## config.mk

```make
export PLATFORM = sky130hd
export DESIGN_NAME = twr_ctrl
export DESIGN_NICKNAME = d
export VERILOG_FILES = /design/src/rtl/core/twr_pkg.sv /design/src/rtl/core/twr_ctrl.sv
export SDC_FILE = /design/constraint.sdc
export NUM_CORES = 1
export LEC_CHECK = 0
export BUFFER_PORTS_ARGS = -buffer_cell sky130_fd_sc_hd__clkbuf_2
export CORE_ASPECT_RATIO = 0.7
export CORE_MARGIN = 3
export CORE_UTILIZATION = 35
export CTS_BUF_LIST = sky130_fd_sc_hd__clkbuf_4 sky130_fd_sc_hd__clkbuf_8
export DETAILED_ROUTE_END_ITERATION = 8
export GPL_TIMING_DRIVEN = 0
export SYNTH_ARGS = -nofsm -noshare
export SYNTH_HDL_FRONTEND = slang
export SYNTH_SLANG_ARGS = --single-unit
```

## constraint.sdc

```tcl
create_clock -name clk -period 3.4 [get_ports clk]
set_input_delay 0.17 -clock clk [delete_from_list [all_inputs] [get_ports clk]]
set_output_delay 0.17 -clock clk [all_outputs]
set_load 0.1 [all_outputs]
```

## src/rtl/core/twr_pkg.sv

```systemverilog
// ============================================================================
// twr_pkg
// Shared widths, codes, state types and controller/datapath interface
// structs for the timebase waveform resampler.
// ============================================================================
package twr_pkg;

    localparam int CHANNELS_DEF    = 4;
    localparam int TABLE_DEPTH_DEF = 1024;

    localparam int TIME_W     = 40;
    localparam int VALUE_W    = 32;
    localparam int PERIOD_W   = 32;
    localparam int TICK_W     = 32;
    localparam int MODES_W    = 8;
    localparam int ACT_W      = 3;
    localparam int CFG_IDX_W  = 2;
    localparam int CFG_DATA_W = 40;
    localparam int LCH_W      = 2;
    localparam int SIDX_W     = 10;
    localparam int ENTRY_W    = TIME_W + VALUE_W;

    localparam logic signed [TIME_W-1:0] T_MAX = {1'b0, {(TIME_W-1){1'b1}}};
    localparam logic signed [TIME_W-1:0] T_MIN = {1'b1, {(TIME_W-1){1'b0}}};

    typedef enum logic [CFG_IDX_W-1:0] {
        CFG_START_TIME,
        CFG_TICK_PERIOD,
        CFG_CHANNEL_MODES,
        CFG_ACTIVE_CHANNELS
    } cfg_index_t;

    typedef enum logic {
        REQ_LOAD,
        REQ_TICK
    } req_type_t;

    typedef enum logic [1:0] {
        MODE_PLAY,
        MODE_INTERP,
        MODE_NEAREST,
        MODE_ENDED
    } chan_mode_t;

    typedef enum logic [3:0] {
        ST_IDLE,
        ST_PROD,
        ST_TIME,
        ST_CHAN,
        ST_PLAY_RD,
        ST_FIRST_CHK,
        ST_LAST_CHK,
        ST_E0_CHK,
        ST_E1_CHK,
        ST_INTERP,
        ST_EMIT
    } ctrl_state_t;

    typedef enum logic [2:0] {
        IP_IDLE,
        IP_PREP,
        IP_MUL,
        IP_DIV,
        IP_FIN
    } interp_state_t;

    typedef enum logic [2:0] {
        RD_CUR,
        RD_FIRST,
        RD_LASTN,
        RD_CLAMP,
        RD_IDX,
        RD_NEXT,
        RD_NEXT2
    } rd_sel_t;

    typedef enum logic [1:0] {
        VAL_ZERO,
        VAL_RD,
        VAL_NEAR,
        VAL_INTERP
    } val_sel_t;

    typedef enum logic [1:0] {
        CUR_KEEP,
        CUR_INC,
        CUR_IDX,
        CUR_IDX1
    } cur_op_t;

    typedef enum logic [1:0] {
        IDX_KEEP,
        IDX_CLAMP,
        IDX_INC
    } idx_op_t;

    typedef struct packed {
        logic     load_we;
        logic     prod_we;
        logic     time_we;
        logic     rd_en;
        rd_sel_t  rd_sel;
        logic     e0_we;
        idx_op_t  idx_op;
        cur_op_t  cur_op;
        logic     res_we;
        val_sel_t val_sel;
        logic     res_ended;
        logic     interp_start;
        logic     out_load;
    } twr_cmd_t;

    typedef struct packed {
        chan_mode_t mode;
        logic       n_zero;
        logic       cur_lt_n;
        logic       idx_zero;
        logic       idx_last;
        logic       next_last;
        logic       rd_gt_t;
        logic       rd_lt_t;
        logic       rd_le_t;
        logic       interp_done;
        logic       last_ch;
        logic       out_free;
    } twr_status_t;

endpackage

```

## src/rtl/core/twr_ctrl.sv

```systemverilog
// ============================================================================
// twr_ctrl
// Request sequencer: accepts load and tick requests, walks the served
// channels and drives the datapath command bundle.
// ============================================================================
module twr_ctrl
(
    input  logic                  clk,
    input  logic                  rst_n,
    input  logic                  in_valid,
    output logic                  in_stall,
    input  logic                  req_type,
    input  twr_pkg::twr_status_t  status,
    output twr_pkg::twr_cmd_t     cmd
);
    import twr_pkg::*;

    ctrl_state_t state_reg, state_next;
    logic        adv;

    assign adv = (status.mode == MODE_INTERP) ? status.rd_lt_t : status.rd_le_t;

    always_ff @(posedge clk or negedge rst_n)
    begin
        if (!rst_n)
            state_reg <= ST_IDLE;
        else
            state_reg <= state_next;
    end

    always_comb
    begin
        state_next = state_reg;
        unique case (state_reg)
            ST_IDLE:
                if (in_valid && (req_type == REQ_TICK))
                    state_next = ST_PROD;
            ST_PROD: state_next = ST_TIME;
            ST_TIME: state_next = ST_CHAN;
            ST_CHAN:
            begin
                unique case (status.mode)
                    MODE_PLAY:    state_next = status.cur_lt_n ? ST_PLAY_RD : ST_EMIT;
                    MODE_INTERP:  state_next = status.n_zero ? ST_EMIT : ST_FIRST_CHK;
                    MODE_NEAREST: state_next = status.n_zero ? ST_EMIT : ST_E0_CHK;
                    default:      state_next = ST_EMIT;
                endcase
            end
            ST_PLAY_RD:   state_next = ST_EMIT;
            ST_FIRST_CHK: state_next = status.rd_gt_t ? ST_EMIT : ST_LAST_CHK;
            ST_LAST_CHK:  state_next = status.rd_lt_t ? ST_EMIT : ST_E0_CHK;
            ST_E0_CHK:    state_next = status.idx_last ? ST_EMIT
                                     : (((status.mode == MODE_NEAREST) && status.idx_zero
                                         && status.rd_gt_t) ? ST_EMIT : ST_E1_CHK);
            ST_E1_CHK:
            begin
                if (adv)
                    state_next = status.next_last ? ST_EMIT : ST_E1_CHK;
                else
                    state_next = (status.mode == MODE_INTERP) ? ST_INTERP : ST_EMIT;
            end
            ST_INTERP:
                if (status.interp_done)
                    state_next = ST_EMIT;
            ST_EMIT:
                if (status.out_free)
                    state_next = status.last_ch ? ST_IDLE : ST_CHAN;
            default: state_next = ST_IDLE;
        endcase
    end

    always_comb
    begin
        cmd = '0;
        unique case (state_reg)
            ST_IDLE: cmd.load_we = in_valid && (req_type == REQ_LOAD);
            ST_PROD: cmd.prod_we = 1'b1;
            ST_TIME: cmd.time_we = 1'b1;
            ST_CHAN:
            begin
                unique case (status.mode)
                    MODE_PLAY:
                    begin
                        if (status.cur_lt_n)
                        begin
                            cmd.rd_en  = 1'b1;
                            cmd.rd_sel = RD_CUR;
                        end
                        else
                        begin
                            cmd.res_we    = 1'b1;
                            cmd.res_ended = 1'b1;
                        end
                    end
                    MODE_INTERP, MODE_NEAREST:
                    begin
                        if (status.n_zero)
                        begin
                            cmd.res_we    = 1'b1;
                            cmd.res_ended = 1'b1;
                        end
                        else
                        begin
                            cmd.idx_op = IDX_CLAMP;
                            cmd.rd_en  = 1'b1;
                            cmd.rd_sel = (status.mode == MODE_INTERP) ? RD_FIRST : RD_CLAMP;
                        end
                    end
                    default:
                    begin
                        cmd.res_we    = 1'b1;
                        cmd.res_ended = 1'b1;
                    end
                endcase
            end
            ST_PLAY_RD:
            begin
                cmd.res_we  = 1'b1;
                cmd.val_sel = VAL_RD;
                cmd.cur_op  = CUR_INC;
            end
            ST_FIRST_CHK:
            begin
                if (status.rd_gt_t)
                    cmd.res_we = 1'b1;
                else
                begin
                    cmd.rd_en  = 1'b1;
                    cmd.rd_sel = RD_LASTN;
                end
            end
            ST_LAST_CHK:
            begin
                if (status.rd_lt_t)
                begin
                    cmd.res_we    = 1'b1;
                    cmd.res_ended = 1'b1;
                end
                else
                begin
                    cmd.rd_en  = 1'b1;
                    cmd.rd_sel = RD_IDX;
                end
            end
            ST_E0_CHK:
            begin
                cmd.e0_we = 1'b1;
                if ((status.mode == MODE_NEAREST) && status.idx_zero && status.rd_gt_t)
                    cmd.res_we = 1'b1;
                else if ((status.mode == MODE_NEAREST) && status.idx_last && status.rd_lt_t)
                begin
                    cmd.res_we    = 1'b1;
                    cmd.res_ended = 1'b1;
                end
                else if (status.idx_last)
                begin
                    cmd.res_we  = 1'b1;
                    cmd.val_sel = VAL_RD;
                    cmd.cur_op  = CUR_IDX;
                end
                else
                begin
                    cmd.rd_en  = 1'b1;
                    cmd.rd_sel = RD_NEXT;
                end
            end
            ST_E1_CHK:
            begin
                if (adv)
                begin
                    cmd.idx_op = IDX_INC;
                    cmd.e0_we  = 1'b1;
                    if (status.next_last)
                    begin
                        cmd.res_we  = 1'b1;
                        cmd.val_sel = VAL_RD;
                        cmd.cur_op  = CUR_IDX1;
                    end
                    else
                    begin
                        cmd.rd_en  = 1'b1;
                        cmd.rd_sel = RD_NEXT2;
                    end
                end
                else if (status.mode == MODE_INTERP)
                    cmd.interp_start = 1'b1;
                else
                begin
                    cmd.res_we  = 1'b1;
                    cmd.val_sel = VAL_NEAR;
                    cmd.cur_op  = CUR_IDX;
                end
            end
            ST_INTERP:
            begin
                if (status.interp_done)
                begin
                    cmd.res_we  = 1'b1;
                    cmd.val_sel = VAL_INTERP;
                    cmd.cur_op  = CUR_IDX;
                end
            end
            ST_EMIT: cmd.out_load = status.out_free;
            default: ;
        endcase
    end

    assign in_stall = (state_reg != ST_IDLE);

endmodule

```

==> results <==
- The dominant cell by count in the synthesized netlist is sky130_fd_sc_hd__nand2_1.
- Clock-pin slew was measured on the worst setup and hold paths at 40 ps.
- For this run, asynchronously set or reset flops after synthesis account for 1.00.
- The startpoint of the worst register-to-register path is state_reg[1].
- The biggest fanout along the worst timing path is 9.
- Of the total synthesized cell area, the portion taken by XOR and XNOR cells is 0.
- The cell at the root of the clock tree is sky130_fd_sc_hd__clkbuf_4.
- The clock sink total is 4.
- Timing would allow up to 432 MHz.
- The number of non-filler instances in the completed layout is 185.
- After synthesis, the netlist uses 40 different library cells.
- The synthesized area per cell is 6.98 um2.
- The fill cell instance count of the final layout is 207.
- In this run the worst hold path is classified as in2async.
- Summed over all nets, the half-perimeter wirelength after detailed placement is 2.26 mm.
- The via count of the first global-routing pass came to 961.
- The number of enable flip-flop cells after synthesis is 0.
- Setup violations remaining at the end of the flow were counted as 0.
- The row count is 13.
- The register-to-register setup slack is 1800 ps.
- The effective utilization at floorplan is 0.402.
- The area share of the leading cell type in the synthesized netlist is 0.123.
- The number of vias after detailed routing is 1,060.
- The per-cell via count in the routed design is 5.73.
- The most instantiated flip-flop cell in the synthesis netlist is sky130_fd_sc_hd__dfrtp_1.
- The number of clock buffers added by TritonCTS is 3.
- Counting every net in the synthesized netlist gives 139.
- Sorting the synthesized cells by how often they occur yields sky130_fd_sc_hd__nand2_1 (11), sky130_fd_sc_hd__inv_1 (9), sky130_fd_sc_hd__nand2b_1 (9).
- In this run the remaining antenna-violating nets after routing total 0.
- The pin count of the biggest net entering global routing is 11.
- The remaining routing DRC violations is 0.
- STA puts the critical path data required time at 3230 ps.
- The power density over the cells is 966 nW/um2.
- At the end of the flow, the number of nets in the layout was 179.
- The worst setup skew after layout is 2.78 ps.
- At the pin with the least slew margin, the transition time is 554 ps.
- The area fraction in compound gates after synthesis is 0.296.
- The count of max-cap constraint violations is 0.
- The path depth of the worst reg2reg path is 5.
- In the post-synthesis netlist, the biggest area contributors are sky130_fd_sc_hd__dfrtp_1 (12%), sky130_fd_sc_hd__ha_1 (7.7%), sky130_fd_sc_hd__nand2b_1 (6.9%), sky130_fd_sc_hd__nand2_1 (5.1%), sky130_fd_sc_hd__inv_1 (4.1%).
- The worst setup path is launched from a flip-flop.
- After detailed placement, the design holds a cell count of 181.
- The total wirelength of the detailed-routed design is 2.79 mm.
- The final critical path time including I/O delays and setup is 2320 ps.
- For this run, the register share of the synthesized area comes to 0.123.
- The die extent in y is 46.4 um.
- The mapped cell area is 817 um2.
- The standby leakage power is 0.547 nW.
- The source-to-sink clock delay at the later pin of the worst-skew pair is 240 ps.
- At the worst endpoint, the arrival time is 2150 ps.
- By area, the combinational part of the netlist is dominated by simple AND/OR/NAND/NOR gates.
- Of the total synthesized cell area, the portion taken by AND, OR, NAND and NOR gates is 0.384.
- The diode insertion count for antenna repair is 0.
- The end of the worst register-to-register path is state_reg[1].
- The post-route clock period utilization is 0.681.
- The wire length of the first global-routing pass is 4.42 mm.
- The number of ports placed on the die boundary is 36.
- Yosys printed 0 warnings.
- For this run, the total global-route usage over all layers was measured as 0.190.
- The first routing iteration left 72 violations.
- The total negative slack is 0 ps.
- Setup repair after global routing left no endpoint under its margin.
- After floorplanning, the core was sized to cover 2030 um2.
- The critical path class is reg2out.
- The cell count after synthesis is 117.
- The area growth from synthesis to layout is 30.6%.
- The synthesized design spends more area on one cell type than any other, namely sky130_fd_sc_hd__dfrtp_1.
- The count of final max-slew check failures was 0.
- The maximum clock path buffer count is 2.
- The flow ran to the end, and the final reports show no timing, DRC or antenna violations.
- The worst-case IR drop observed on VDD is 0.000496 V.
- Of the cells placed in the final design, the portion with a size suffix greater than 1 is 0.329.
- The total overflow reported by the global router is 0.
- The average wire per standard cell is 15.1 um.
- The initial antenna violation count is 0.
- The number of hold violations in the final report is 0.
- The floorplan die area is 2960 um2.
- In this run the number of H-tree levels came out at 1.
- The portion of synthesized area spent on multiplexers is 0.0260.
- The number of flip-flops under the largest register name is 4.
- The CTS tree is built.
- The width of the die is 63.7 um.
- The number of buffers added for setup after CTS is 0.
- The number of buffer cells added on primary ports is 34.
- The element type at the critical path end is a primary output.
- The worst pin sits at a relative slew slack of 0.632.
- The adder-cell area share of the yosys netlist is 0.0766.
- Routability-driven placement finished with a final weighted congestion of 0.969.
- Before antenna repair, the detailed router went through 4 iterations.
- Counting flops and latches in the post-synthesis netlist gives 4.
layer usage:
layer,routed length (um),share of wire,vias up,GRT usage
met5,0,0,-,0
met4,0,0,0,0.0258
met3,313,0.11,0,0.0488
met2,1260,0.45,64,0.309
met1,1220,0.44,492,0.261
li1,-,-,504,-
layout by cell type, fill, tap and decap left out, types with 5 or more instances in the layout:
cell type,n
sky130_fd_sc_hd__buf_2,5
sky130_fd_sc_hd__ha_1,5
sky130_fd_sc_hd__nor2_1,8
sky130_fd_sc_hd__nand2_1,11
sky130_fd_sc_hd__o21ai_0,5
sky130_fd_sc_hd__clkbuf_2,34
sky130_fd_sc_hd__nand2b_1,9
sky130_fd_sc_hd__a21oi_1,6
sky130_fd_sc_hd__nor3_1,6
sky130_fd_sc_hd__inv_1,9
where the power goes:
part,switching [mW],internal [mW],leakage (nW),total [mW]
Clock,0.0209,0.0396,0.0138,0.0605
Combinational,0.692,0.198,0.482,0.889
Sequential,0.0125,0.0681,0.0505,0.0806
Total,0.725,0.305,0.547,1.03
final cells by class:
class | instances | area (um2) | share of cell area
Tap cell | 30 | 37.5 | 0.0352
Sequential cell | 4 | 100 | 0.0938
Buffer | 8 | 43.8 | 0.0410
Clock buffer | 3 | 22.5 | 0.0211
Multi-Input combinational cell | 96 | 649 | 0.608
Inverter | 9 | 33.8 | 0.0317
Timing Repair Buffer | 35 | 180 | 0.169
metrics by stage:
step           cell area (um2)  power [mW]  hold WS (ps)  setup slack [ps]  utilization
2_1_floorplan              827       0.809          -126               245            -
3_3_place_gp              1030       0.957         -22.8              1350        0.509
3_5_place_dp              1030       0.963         -19.5              1330        0.509
4_1_cts                   1070        1.03           265              1080        0.525
5_1_grt                   1070        1.08           292              1000        0.525
6_report                  1070        1.03           276              1080        0.525
repair_timing:
item | 4_1_cts | 5_1_grt
setup endpoints to repair | 0 | 0
hold buffers | 1 | 0
gates resized for setup | 0 | 0
hold endpoints to repair | 4 | 0
cell families (layout without fill, tap and decap cells):
| logic type | count (synthesis) | in the layout |
|---|---|---|
| buffers and inverters | 17 | 55 |
| AO/OA/AOI/OAI | 33 | 33 |
| flip-flops | 4 | 4 |
| adder cells (fa/ha/maj) | 5 | 5 |
| AND/OR/NAND/NOR | 56 | 56 |
| multiplexers | 2 | 2 |
worst max-delay path, stage by stage, from the launching register on:
cell and delay [ps]:
sky130_fd_sc_hd__dfrtp_1 350, sky130_fd_sc_hd__buf_2 170, sky130_fd_sc_hd__or4b_4 530, sky130_fd_sc_hd__a221oi_2 260
sky130_fd_sc_hd__nand2b_1 140, sky130_fd_sc_hd__clkbuf_2 450
worst max-delay path by stage:
stage / end / start / slack (ps)
after detailed placement: cmd[3] / status[12] / 1330
after CTS: cmd[7] / state_reg[0] / 1080
final: cmd[7] / state_reg[1] / 1080
after global routing: cmd[7] / state_reg[1] / 1000
after floorplan: cmd[13] / state_reg[2] / 250
after global placement: cmd[5] / status[12] / 1350
Power figures use the tool's default switching activity.
